File: src/sv/kfq_pkg.sv
// ----------------------------------------------------------------------------
// kfq_pkg
// Shared types, codes and defaults for the keyed FIFO queue.
// ----------------------------------------------------------------------------
package kfq_pkg;

   localparam int DEFAULT_QUEUE_DEPTH = 16;
   localparam int DEFAULT_KEY_BITS    = 64;

   typedef logic [2:0]  opcode_type;
   typedef logic [15:0] handle_type;
   typedef logic [63:0] key_type;
   typedef logic [1:0]  port_type;
   typedef logic [1:0]  status_type;
   typedef logic [3:0]  position_type;
   typedef logic [4:0]  count_type;

   localparam opcode_type OP_ENQUEUE   = 3'd0;
   localparam opcode_type OP_DEQUEUE   = 3'd1;
   localparam opcode_type OP_REMOVE    = 3'd2;
   localparam opcode_type OP_FIND_KEY  = 3'd3;
   localparam opcode_type OP_FIND_PORT = 3'd4;

   localparam status_type ST_OK        = 2'd0;
   localparam status_type ST_NOT_FOUND = 2'd1;
   localparam status_type ST_FULL      = 2'd2;
   localparam status_type ST_EMPTY     = 2'd3;

   typedef struct packed {
      opcode_type opcode;
      handle_type item_handle;
      key_type    item_key;
      port_type   port_kind;
   } req_type;

   typedef struct packed {
      status_type   status;
      handle_type   found_handle;
      position_type found_position;
      count_type    entry_count;
   } rsp_type;

endpackage

File: src/sv/keyed_fifo_queue_top.sv
// ----------------------------------------------------------------------------
// keyed_fifo_queue_top
// Ordered queue of keyed entries with search, lookup and removal by key.
// ----------------------------------------------------------------------------
// Usage: a request transaction on req_* carries one operation (enqueue,
// dequeue front, remove by key, find by key, find by port). Every request
// produces exactly one response transaction on rsp_* with a status, the
// handle and position of a match on lookups, and the entry count after the
// operation. Requests are handled one at a time: req_stall is high while an
// operation is in progress.
// Steps from the accepting edge to the response being presented:
//   enqueue, dequeue and unused opcodes: the finish state only.
//   searches: a read and a compare state per entry examined from the front.
//   removal: the search, plus a read and a write state per entry moved to close the gap
//   (none when the match is the front or the rear entry).
// The next request is taken on the edge after the response is presented.
// The steps come from the single entry memory, which has one read port
// with a registered read and is walked one entry at a time.
// The response sits in an output register; while rsp_stall is high it holds
// and the next request may still be accepted and worked on, its result
// waiting until the output register frees. Synchronous reset empties the
// queue and drops any pending response; no clearing pass is needed.
// ----------------------------------------------------------------------------
module keyed_fifo_queue_top #(
   parameter int QUEUE_DEPTH = kfq_pkg::DEFAULT_QUEUE_DEPTH,
   parameter int KEY_BITS    = kfq_pkg::DEFAULT_KEY_BITS
) (
   input  logic             clock,
   input  logic             reset,
   input  logic             req_valid,
   output logic             req_stall,
   input  kfq_pkg::req_type req_data,
   output logic             rsp_valid,
   input  logic             rsp_stall,
   output kfq_pkg::rsp_type rsp_data
);

   localparam int PTR_W   = $clog2(QUEUE_DEPTH);
   localparam int CNT_W   = $clog2(QUEUE_DEPTH + 1);
   localparam int HDL_W   = $bits(kfq_pkg::handle_type);
   localparam int PRT_W   = $bits(kfq_pkg::port_type);
   localparam int ENTRY_W = KEY_BITS + HDL_W + PRT_W;

   typedef logic [PTR_W-1:0]   ptr_type;
   typedef logic [PTR_W:0]     ext_type;
   typedef logic [CNT_W-1:0]   cnt_type;
   typedef logic [KEY_BITS-1:0] skey_type;
   typedef logic [ENTRY_W-1:0] entry_type;

   localparam logic [2:0] S_IDLE   = 3'd0;
   localparam logic [2:0] S_SRD    = 3'd1;
   localparam logic [2:0] S_SCMP   = 3'd2;
   localparam logic [2:0] S_CRD    = 3'd3;
   localparam logic [2:0] S_CWR    = 3'd4;
   localparam logic [2:0] S_FINISH = 3'd5;

   // Physical address of a logical position, wrapping at the queue depth.
   function automatic ptr_type wrap_add(ptr_type base, ptr_type off);
      ext_type sum;
      sum = ext_type'(base) + ext_type'(off);
      if (sum >= ext_type'(QUEUE_DEPTH)) begin
         sum = sum - ext_type'(QUEUE_DEPTH);
      end
      return ptr_type'(sum);
   endfunction

   entry_type entry_mem [QUEUE_DEPTH];

   logic [2:0]               state_ff, state_in;
   ptr_type                  head_ff, head_in;
   cnt_type                  count_ff, count_in;
   ptr_type                  pos_ff, pos_in;
   kfq_pkg::opcode_type      op_ff, op_in;
   skey_type                 key_ff, key_in;
   kfq_pkg::port_type        port_ff, port_in;
   kfq_pkg::status_type      res_status_ff, res_status_in;
   kfq_pkg::handle_type      res_handle_ff, res_handle_in;
   kfq_pkg::position_type    res_pos_ff, res_pos_in;
   logic                     rsp_valid_ff, rsp_valid_in;
   kfq_pkg::rsp_type         rsp_data_ff, rsp_data_in;
   entry_type                rd_data_ff;

   logic                     wr_en;
   ptr_type                  wr_addr;
   entry_type                wr_data;
   ptr_type                  rd_addr;

   ext_type                  pos_next_ext;
   ext_type                  pos_next2_ext;
   logic                     at_last;
   logic                     hit;
   skey_type                 rd_key;
   kfq_pkg::handle_type      rd_handle;
   kfq_pkg::port_type        rd_port;
   logic                     is_full;
   logic                     is_empty;

   assign req_stall = (state_ff != S_IDLE);
   assign rsp_valid = rsp_valid_ff;
   assign rsp_data  = rsp_data_ff;

   assign rd_key    = rd_data_ff[ENTRY_W-1 -: KEY_BITS];
   assign rd_handle = rd_data_ff[PRT_W +: HDL_W];
   assign rd_port   = rd_data_ff[PRT_W-1:0];

   assign pos_next_ext  = ext_type'(pos_ff) + ext_type'(1);
   assign pos_next2_ext = ext_type'(pos_ff) + ext_type'(2);
   assign at_last       = (pos_next_ext == ext_type'(count_ff));
   assign is_full       = (count_ff == cnt_type'(QUEUE_DEPTH));
   assign is_empty      = (count_ff == '0);

   assign hit = (op_ff == kfq_pkg::OP_FIND_PORT) ? (rd_port == port_ff)
                                                 : (rd_key == key_ff);

   // During compaction the entry behind the current position is fetched.
   assign rd_addr = (state_ff == S_CRD) ? wrap_add(head_ff, ptr_type'(pos_next_ext))
                                        : wrap_add(head_ff, pos_ff);

   always_comb begin
      state_in      = state_ff;
      head_in       = head_ff;
      count_in      = count_ff;
      pos_in        = pos_ff;
      op_in         = op_ff;
      key_in        = key_ff;
      port_in       = port_ff;
      res_status_in = res_status_ff;
      res_handle_in = res_handle_ff;
      res_pos_in    = res_pos_ff;
      rsp_valid_in  = rsp_valid_ff && rsp_stall;
      rsp_data_in   = rsp_data_ff;
      wr_en         = 1'b0;
      wr_addr       = wrap_add(head_ff, ptr_type'(count_ff));
      wr_data       = {req_data.item_key[KEY_BITS-1:0], req_data.item_handle,
                       req_data.port_kind};

      case (state_ff)
         S_IDLE: begin
            if (req_valid) begin
               op_in         = req_data.opcode;
               key_in        = req_data.item_key[KEY_BITS-1:0];
               port_in       = req_data.port_kind;
               res_handle_in = '0;
               res_pos_in    = '0;
               res_status_in = kfq_pkg::ST_OK;
               pos_in        = '0;
               state_in      = S_FINISH;
               case (req_data.opcode)
                  kfq_pkg::OP_ENQUEUE: begin
                     if (is_full) begin
                        res_status_in = kfq_pkg::ST_FULL;
                     end else begin
                        wr_en    = 1'b1;
                        count_in = count_ff + cnt_type'(1);
                     end
                  end
                  kfq_pkg::OP_DEQUEUE: begin
                     if (is_empty) begin
                        res_status_in = kfq_pkg::ST_EMPTY;
                     end else begin
                        head_in  = wrap_add(head_ff, ptr_type'(1));
                        count_in = count_ff - cnt_type'(1);
                     end
                  end
                  kfq_pkg::OP_REMOVE,
                  kfq_pkg::OP_FIND_KEY,
                  kfq_pkg::OP_FIND_PORT: begin
                     if (is_empty) begin
                        res_status_in = kfq_pkg::ST_NOT_FOUND;
                     end else begin
                        state_in = S_SRD;
                     end
                  end
                  default: begin
                     res_status_in = kfq_pkg::ST_OK;
                  end
               endcase
            end
         end
         S_SRD: begin
            state_in = S_SCMP;
         end
         S_SCMP: begin
            if (hit) begin
               res_status_in = kfq_pkg::ST_OK;
               if (op_ff == kfq_pkg::OP_REMOVE) begin
                  if (at_last) begin
                     count_in = count_ff - cnt_type'(1);
                     state_in = S_FINISH;
                  end else if (pos_ff == '0) begin
                     // Removing the front entry only moves the head.
                     head_in  = wrap_add(head_ff, ptr_type'(1));
                     count_in = count_ff - cnt_type'(1);
                     state_in = S_FINISH;
                  end else begin
                     state_in = S_CRD;
                  end
               end else begin
                  res_handle_in = rd_handle;
                  res_pos_in    = kfq_pkg::position_type'(pos_ff);
                  state_in      = S_FINISH;
               end
            end else if (at_last) begin
               res_status_in = kfq_pkg::ST_NOT_FOUND;
               state_in      = S_FINISH;
            end else begin
               pos_in   = ptr_type'(pos_next_ext);
               state_in = S_SRD;
            end
         end
         S_CRD: begin
            state_in = S_CWR;
         end
         S_CWR: begin
            wr_en   = 1'b1;
            wr_addr = wrap_add(head_ff, pos_ff);
            wr_data = rd_data_ff;
            pos_in  = ptr_type'(pos_next_ext);
            if (pos_next2_ext == ext_type'(count_ff)) begin
               count_in = count_ff - cnt_type'(1);
               state_in = S_FINISH;
            end else begin
               state_in = S_CRD;
            end
         end
         S_FINISH: begin
            if (!rsp_valid_ff || !rsp_stall) begin
               rsp_valid_in               = 1'b1;
               rsp_data_in.status         = res_status_ff;
               rsp_data_in.found_handle   = res_handle_ff;
               rsp_data_in.found_position = res_pos_ff;
               rsp_data_in.entry_count    = kfq_pkg::count_type'(count_ff);
               state_in                   = S_IDLE;
            end
         end
         default: begin
            state_in = S_IDLE;
         end
      endcase
   end

   always_ff @(posedge clock) begin
      if (reset) begin
         state_ff     <= S_IDLE;
         head_ff      <= '0;
         count_ff     <= '0;
         rsp_valid_ff <= 1'b0;
      end else begin
         state_ff     <= state_in;
         head_ff      <= head_in;
         count_ff     <= count_in;
         rsp_valid_ff <= rsp_valid_in;
      end
   end

   always_ff @(posedge clock) begin
      pos_ff        <= pos_in;
      op_ff         <= op_in;
      key_ff        <= key_in;
      port_ff       <= port_in;
      res_status_ff <= res_status_in;
      res_handle_ff <= res_handle_in;
      res_pos_ff    <= res_pos_in;
      rsp_data_ff   <= rsp_data_in;
   end

   always_ff @(posedge clock) begin
      if (wr_en) begin
         entry_mem[wr_addr] <= wr_data;
      end
   end

   always_ff @(posedge clock) begin
      rd_data_ff <= entry_mem[rd_addr];
   end

`ifndef SYNTH
   a_count_bound: assert property (@(posedge clock) disable iff (reset)
      count_ff <= cnt_type'(QUEUE_DEPTH))
      else $error("entry count exceeds queue depth");

   a_write_states: assert property (@(posedge clock) disable iff (reset)
      wr_en |-> (state_ff == S_IDLE || state_ff == S_CWR))
      else $error("entry memory written outside enqueue or compaction");

   a_scan_in_range: assert property (@(posedge clock) disable iff (reset)
      (state_ff == S_SCMP || state_ff == S_CWR) |-> (ext_type'(pos_ff) < ext_type'(count_ff)))
      else $error("scan position beyond occupied entries");

   a_full_count: assert property (@(posedge clock) disable iff (reset)
      (rsp_valid_ff && rsp_data_ff.status == kfq_pkg::ST_FULL)
         |-> (rsp_data_ff.entry_count == kfq_pkg::count_type'(QUEUE_DEPTH)))
      else $error("full status reported with room left");

   a_empty_count: assert property (@(posedge clock) disable iff (reset)
      (rsp_valid_ff && rsp_data_ff.status == kfq_pkg::ST_EMPTY)
         |-> (rsp_data_ff.entry_count == '0))
      else $error("empty status reported with entries present");
`endif

endmodule
File: config.mk
export PLATFORM = sky130hd
export DESIGN_NAME = keyed_fifo_queue_top
export DESIGN_NICKNAME = d
export VERILOG_FILES = /design/src/sv/kfq_pkg.sv /design/src/sv/keyed_fifo_queue_top.sv
export SDC_FILE = /design/constraint.sdc
export NUM_CORES = 1
export LEC_CHECK = 0
export BUFFER_PORTS_ARGS = -buffer_cell sky130_fd_sc_hd__buf_2
export CORE_MARGIN = 8
export CORE_UTILIZATION = 62
export DETAILED_ROUTE_END_ITERATION = 16
export PLACE_DENSITY = 0.85
export RECOVER_POWER = 100
export SLEW_MARGIN = 20
export SYNTH_ARGS = -nofsm -noshare
export SYNTH_HDL_FRONTEND = slang
export SYNTH_SLANG_ARGS = --single-unit
File: constraint.sdc
create_clock -name clock -period 10.5 [get_ports clock]
set_clock_uncertainty 0.2 [all_clocks]
set_input_delay 2.625 -clock clock [delete_from_list [all_inputs] [get_ports clock]]
set_output_delay 2.625 -clock clock [all_outputs]
set_load 0.05 [all_outputs]
==> results of run 1 <==
## kinds of logic after synthesis
group,Yosys count,share of synthesized area [%]
multiplexers,419,14.1
buffers and inverters,161,1.24
XOR/XNOR,89,1.33
AO/OA/AOI/OAI,213,2.32
AND/OR/NAND/NOR,491,3.92
flip-flops,1529,76.6
adder cells (fa/ha/maj),18,0.422
## power groups by stage
stage / registers (mW) / logic, mW / clock network, mW
after floorplan: 8.11 / 4.17 / 0
after global placement: 8.12 / 5.64 / 0
after detailed placement: 8.17 / 5.87 / 0
after CTS: 8.08 / 6.05 / 5.38
after global routing: 8.13 / 6.39 / 5.62
final: 8.10 / 6.10 / 5.35
## cell usage after synthesis (all sizes together), types with 2 or more instances
library cell  instances
buf                  80
nor2b                87
nor3b                 4
and2                  2
fa                    3
nand2b                4
a211oi               85
a21boi                2
xor2                 68
o21ai                10
and3                 22
inv                  13
ha                   15
nand3b                3
a21oi                97
or3b                  4
nand2               265
mux2i                87
xnor2                21
dfxtp                95
mux2                  4
mux4                328
edfxtp             1434
clkbuf               68
nand3                 7
and2b                 4
nor3                  8
a31oi                 5
a21o                  6
nor4                 20
nand4                 6
nor2                 52
## routing by layer
metal | vias to the layer above | track usage, % | wire length (um)
li1 | 12100 | - | -
met1 | 15400 | 37.0 | 49600
met2 | 2445 | 44.5 | 70600
met3 | 367 | 6.91 | 18900
met4 | 2 | 10.9 | 5860
met5 | - | 0 | 13
## path summary, 6_finish.rpt
kind                            end  depth (start not counted)  slack (ns)
setup / recovery  entry_mem[13][19]                          7        2.51
setup reg to reg  entry_mem[13][19]                          7        2.51
hold reg to reg         rsp_data[8]                          0        0.22
hold / removal          rsp_data[8]                          0        0.22
## state kept, by name, indices dropped and copies added (netlist names)
name / count
count_ff: 5
entry_mem: 1312
head_ff: 4
key_ff: 64
op_ff: 3
port_ff: 2
pos_ff: 4
rd_data_ff: 82
res_handle_ff: 16
res_pos_ff: 4
res_status_ff: 2
rsp_data: 27
rsp_valid: 1
state_ff: 3
## layout by cell type, fill, tap and decap left out, types with 7 or more instances in the layout
cell | Yosys | layout
inv_1 | 13 | 13
o21ai_0 | 10 | 9
clkinv_1 | 0 | 19
and3_1 | 21 | 21
nor2_4 | 0 | 11
buf_2 | 64 | 21
mux2i_1 | 87 | 87
clkbuf_1 | 68 | 145
dfxtp_1 | 95 | 95
a211oi_1 | 85 | 85
bufinv_16 | 0 | 10
nor2b_1 | 87 | 87
edfxtp_1 | 1434 | 1434
nor2_1 | 51 | 40
a21oi_1 | 96 | 97
nor4_1 | 20 | 20
clkinv_2 | 0 | 21
buf_4 | 6 | 29
nor3_1 | 7 | 7
clkinvlp_4 | 0 | 10
xor2_1 | 68 | 67
clkbuf_16 | 0 | 147
xnor2_1 | 21 | 20
nand3_1 | 7 | 7
ha_1 | 15 | 15
clkbuf_8 | 0 | 11
nand2_1 | 265 | 265
mux4_2 | 328 | 328
## stage by stage
stage / utilization, % / instance area, um^2
floorplan: - / 58700
global placement: 64.4 / 60800
detailed placement: 64.4 / 60800
CTS: 69.6 / 65700
global route: 69.3 / 65500
finish: 69.3 / 65500
## area by class of cell
| class | instances | area [um^2] |
|---|---|---|
| diodes | 2 | 5.00 |
| clock buffers | 196 | 3970 |
| clock inverters | 80 | 921 |
| fillers | 5375 | 29000 |
| inverters | 13 | 48.8 |
| multi-input cells | 1230 | 13100 |
| flip-flops and latches | 1529 | 45000 |
| well taps | 1265 | 1580 |
| repair buffers | 168 | 875 |
==> summary.md, run 1 <==
| Metric | Value |
|---|---|
| Outcome | finished, violations left |
| Violated checks | capacitance limit, slew limit |
| Placed insts | ~4200 |
| IO Count | between 100 and 150 |
| Max Freq | 0.125 GHz |
| Avg Inst Size Synth | about 20 um^2 |
| Internal power | ~13 mW |
| Overall fraction of global-route tracks in use | 27.7% |
| Synth unique cells | 53 |
| H-tree Lvls | 4 |
| Synthesized area | about 0.06 mm^2 |
| P_leak | 21.1 nW |
| CP max stage cell | nor2b_1 |
| Hold path start | res_pos_ff[3] |
| Seq/Total Area, Yosys | 76.6% |
| Worst rel slew slack | -144% |
| Worst-skew pair later-pin latency | between 0.7 and 0.8 ns |
| Cells after Synth | 2920 |
| Worst path cell trace | and2b_1 -> nor2b_1 -> a21oi_1 -> xnor2_1 -> nand2_1 -> nor2_1 -> clkbuf_1 |
| Share of cells above drive strength 1 | between 10% and 20% |
| CTS resizes | 0 |
| Clock share of power | 27.4% |
| Crit Path Category | reg -> reg |
| Port bufs | 117 |
| P&R area growth vs syn | 11.6% |
| Slew Limit Fails | approximately 700 |
| Setup violators final | 0 |
| Hold Worst Slack | approximately 0.22 ns |
| Largest cells by area after synthesis | edfxtp_1, mux4_2, dfxtp_1 |
| Drt initial violations | 4489 |
| Reg power frac | 41.4% |
| ANT nets after route | 0 |
| Core footprint | 0.0944 mm^2 |
| Remaining DRCs | 0 |
| EDFF count, synth | ~1400 |
| Synth area leader | edfxtp_1 |
| Pwr dens | roughly 300 mW/mm^2 |
| Worst slack, placed | between 4 and 5 ns |
| Cell family with most CP delay | simple AND/OR/NAND/NOR gates |
| Gr ovfl total | 0 |
| Worst-margin pin slew | about 3.7 ns |
| CTS tree | done |
| R2R Path Start | state_ff[1] |
| FF+latch count, synth | between 1500 and 2000 |
| RSZ-0062 raised after global routing | false |
| Setup crit end kind | flop |
| CP bufs+invs | 1 |
| Reg clk slew, reported paths | around 0.060 ns |
| Hold buffers post-CTS | 0 |
| Via density | between 6 and 7 |
| CTS Buffer Depth | 3 |
| Initial antenna violation count | 7 |
| Setup TNS | 0 ns |
| Detailed Route WL | roughly 140 mm |
| Ys Warns | 0 |
| Pin count of the biggest net entering global routing | approximately 170 |
| Worst path arrival time | ~8.1 ns |
| Top_reg_cell synth | edfxtp_1 |
| Die X-Extent | approximately 320 um |
| Layout Nets | 3196 |
| Global-route wire length before repair | between 200 and 250 mm |
| Worst EP required | about 11 ns |
| Worst Setup Slack, final | 2.51 ns |
| Post-CTS setup buffer count | 0 |
| Share of the synthesized area in the top cell type | 73.4% |
| Maxcap violations | 17 |
| Switching share of power | between 30% and 40% |
| CTS Buf Count | about 150 |
| Mapped Nets | around 3000 |
| Crit-path max FO | 39 |
| Std cell rows | 113 |
| CP Launch Type | flop |
| Pre-antenna DRT Iters | 6 |
| Post-DP HPWL | 75.2 mm |
| Worst hold path class | reg -> reg |
| Vias | roughly 30000 |
| CTS root buffer | clkbuf_16 |
| Final Hold Viols | 0 |
| Die Y | approximately 320 um |
| VDD IR max | between 0.0003 and 0.0004 V |
| Comb pwr share | 31.2% |
| Vias in the first global route | between 30000 and 40000 |
| Highest cell delay on the worst timing path | ~2.6 ns |
| Starting Density | 62.1% |
| Tmin final | ~8 ns |
| Final worst-path cycle share | between 70% and 80% |
| Non-filler cells, final | around 4500 |
| Total power | around 20 mW |
| Switching pwr | 6.44 mW |
| Final GP Congestion | 0.842 |
| Die area | 0.105 mm^2 |
| Worst setup path startpoint | state_ff[1] |
| Clock Sinks | 1529 |
| Detailed-route wire length per cell | around 32 um |
| Ys async rst share | 0% |
Note: power is estimated with default switching activity, not from simulation.
==> run 2: changes to the inputs <==
- CORE_UTILIZATION: 62 -> 56
- PLACE_DENSITY: 0.85 -> 0.81
- clock period: 10.5 -> 6.9 ns (I/O delays scaled with it)
==> run 2 against run 1 <==
The run still ends with capacitance limit, slew limit left. Combinational power rose by 44%. Global-route usage shrank 4.4 points. Final cell count grew 2.5%. Flip-flop and latch count unchanged. Sequential power up 52%. Critical path depth rose by 2. Sequential share of layout area down 0.12 points. Clock power rose by 50%. Worst hold slack gained 0.0030 ns. Utilization shrank 6.1 points. Largest power group unchanged.
==> summary.md, run 2 (same netlist as run 1, synthesis figures left out) <==
| Metric | Value |
|---|---|
| H-tree Lvls | 4 (unchanged) |
| IO Count | 118 (unchanged) |
| Starting Density | 56.5% (-5.6 points) |
| Worst Setup Slack, final | 0.965 ns (-1.55 ns) |
| Hold buffers post-CTS | 0 (unchanged) |
| Filler cells | 6571 (+22%) |
| Detailed Route WL | 136 mm (-6.2%) |
| Vias in the first global route | 30900 (-1.2%) |
| Remaining DRCs | 0 (unchanged) |
| Tmin final | 5.94 ns (-2.05 ns) |
| Gr ovfl total | 0 (unchanged) |
| Non-filler cells, final | 4597 (+2.5%) |
| Port bufs | 117 (unchanged) |
| Multi-input gate area | 0.0131 mm^2 (-0.28%) |
| Pwr dens | 444 mW/mm^2 (+49%) |
| Pin count of the biggest net entering global routing | 165 (-1.8%) |
| Switching share of power | 30.7% (-2.3 points) |
| Comb pwr share | 30.2% (-1.0 points) |
| Overall fraction of global-route tracks in use | 23.3% (-4.4 points) |
| Vias | 29400 (-3.0%) |
| P_leak | 21.2 nW (+0.12%) |
| Regs by FF count | entry_mem (1312), rd_data_ff (82), key_ff (64) |
| Post-CTS setup buffer count | 0 (unchanged) |
| Placed insts | 4325 (+2.9%) |
| Final GP Congestion | 0.792 (-5.9%) |
| Placed inst area | 0.0611 mm^2 (+0.55%) |
| Std cell rows | 118 (+4.4%) |
| M1 GR Usage | 30.5% (-6.4 points) |
| VDD IR max | 0.000502 V (+32%) |
| Worst EP required | 7.07 ns (-3.52 ns) |
| CTS root buffer | clkbuf_16 |
| Maxcap violations | 24 (+7) |
| CP Launch Type | flop |
| Die area | 0.115 mm^2 (+10%) |
| Setup violators final | 0 (unchanged) |
| Pre-antenna DRT Iters | 5 (-1) |
| Worst-skew pair later-pin latency | 0.76 ns (-0.02 ns) |
| P&R area growth vs syn | 11.8% |
| RSZ-0062 raised after global routing | false |
| Clock share of power | 27.6% (+0.2 points) |
| FF-to-FF setup slack | 0.96 ns (-1.55 ns) |
| Setup crit end kind | flop |
| Worst hold path class | reg -> reg |
| Gr busiest metal | met2 |
| Final Hold Viols | 0 (unchanged) |
| Hold Worst Slack | 0.219 ns (+0.00303 ns) |
| Crit Path Category | reg -> reg |
| Core footprint | 0.104 mm^2 (+9.9%) |
| Worst rel slew slack | -98.4% (+45 points) |
| Share of cells above drive strength 1 | 19.7% (-0.12 points) |
| CTS Buf Count | 145 (-1.4%) |
| Global-route wire length before repair | 201 mm (-4.2%) |
| Most common cell after layout, fill and taps aside | edfxtp_1 |
| Worst slack, placed | 1.14 ns (-3.18 ns) |
| Final worst-path cycle share | 86.0% (+10 points) |
| Slew Limit Fails | 1145 (+64%) |
| Met2 usage | 38.6% (-5.9 points) |
| Die X-Extent | 340 um (+5.0%) |
| CTS Buffer Depth | 3 (unchanged) |
| Violated checks | capacitance limit, slew limit |
| Largest register FFs | 1312 (unchanged) |
| Internal power | 20.2 mW (+54%) |
| Detailed-route wire length per cell | 29.6 um (-8.5%) |
| Global Route met3 Usage | 4.95% (-2.0 points) |
| Layout Nets | 3200 (+0.13%) |
| Reg power frac | 42.2% (+0.8 points) |
| Seq. cell area | 0.0450 mm^2 (unchanged) |
| Final Instance Area | 0.0656 mm^2 (+0.17%) |
| Worst path arrival time | 6.11 ns (-1.97 ns) |
| CTS tree | done |
| Crit-path max FO | 32 (-18%) |
| Via density | 6.40 (-5.4%) |
| Post-DP HPWL | 70.1 mm (-6.8%) |
| Worst-margin pin slew | 2.98 ns (-0.678 ns) |
| Largest register by flop count | entry_mem |
| Clock Sinks | 1529 (unchanged) |
| Switching pwr | 8.94 mW (+39%) |
| Outcome | finished, violations left |
| ANT nets after route | 0 (unchanged) |
| CTS resizes | 0 (unchanged) |
| Max Freq | 0.168 GHz (+35%) |
| Initial antenna violation count | 8 (+1) |
| Die Y | 340 um (+5.0%) |
| Drt initial violations | 3558 (-21%) |
| Reg clk slew, reported paths | 0.06 ns (about the same) |
| Most frequent cells in the layout | edfxtp_1, mux4_2, nand2_1 |
-- run 2: cell count changes in the layout (fill, tap and decap cells not counted), moves of 5 or more --
cell and change:
clkinv_16 -6, clkinvlp_4 -5, buf_4 -12, clkbuf_4 +6
clkinv_2 -5, buf_12 +5, clkbuf_2 +7
-- run 2: cell type report --
class	count	share of cell area [%]
tap	1380	2.63
clock buffer	200	6.21
timing repair buffer	174	1.45
sequential	1529	68.5
inverter	13	0.0744
multi-input combinational	1230	19.9
clock inverter	70	1.14
antenna	1	0.00382
-- run 2: per-stage QoR --
stage / total power, mW / utilization [%] / TNS, ns
after floorplan: 18.7 / - / -1399.45
after global placement: 20.6 / 58.9 / 0
after detailed placement: 21.0 / 58.9 / 0
after CTS: 29.1 / 63.5 / 0
after global routing: 30.2 / 63.2 / 0
final: 29.1 / 63.2 / 0
-- run 2: per-layer routing --
| layer | share of wire, % | vias up |
|---|---|---|
| met5 | 0.021 | - |
| met4 | 3.5 | 4 |
| met3 | 10 | 288 |
| met2 | 50 | 1806 |
| met1 | 37 | 15200 |
| li1 | - | 12100 |
-- run 2: final timing paths --
path | cells after the start | from | end
setup / recovery | 9 | state_ff[1] | entry_mem[12][26]
hold / removal | 0 | res_handle_ff[1] | rsp_data[10]
hold reg to reg | 0 | res_handle_ff[1] | rsp_data[10]
setup reg to reg | 9 | state_ff[1] | entry_mem[12][26]
-- run 2: worst max-delay path, stage by stage, from the launching register on --
cell and delay [ns]:
dfxtp_1 0.63, and2b_1 0.43, nor2b_1 0.23, buf_4 0.44
nor2_1 0.10, a21oi_1 0.25, xnor2_1 0.19, nand2_1 0.24
nor2_1 2.05, buf_4 0.75
-- run 2: power groups by stage --
stage | Combinational [mW] | Clock [mW] | Sequential [mW]
global route | 9.36 | 8.48 | 12.4
floorplan | 6.34 | 0 | 12.3
finish | 8.81 | 8.05 | 12.3
detailed placement | 8.54 | 0 | 12.4
CTS | 8.73 | 8.13 | 12.3
global placement | 8.22 | 0 | 12.4
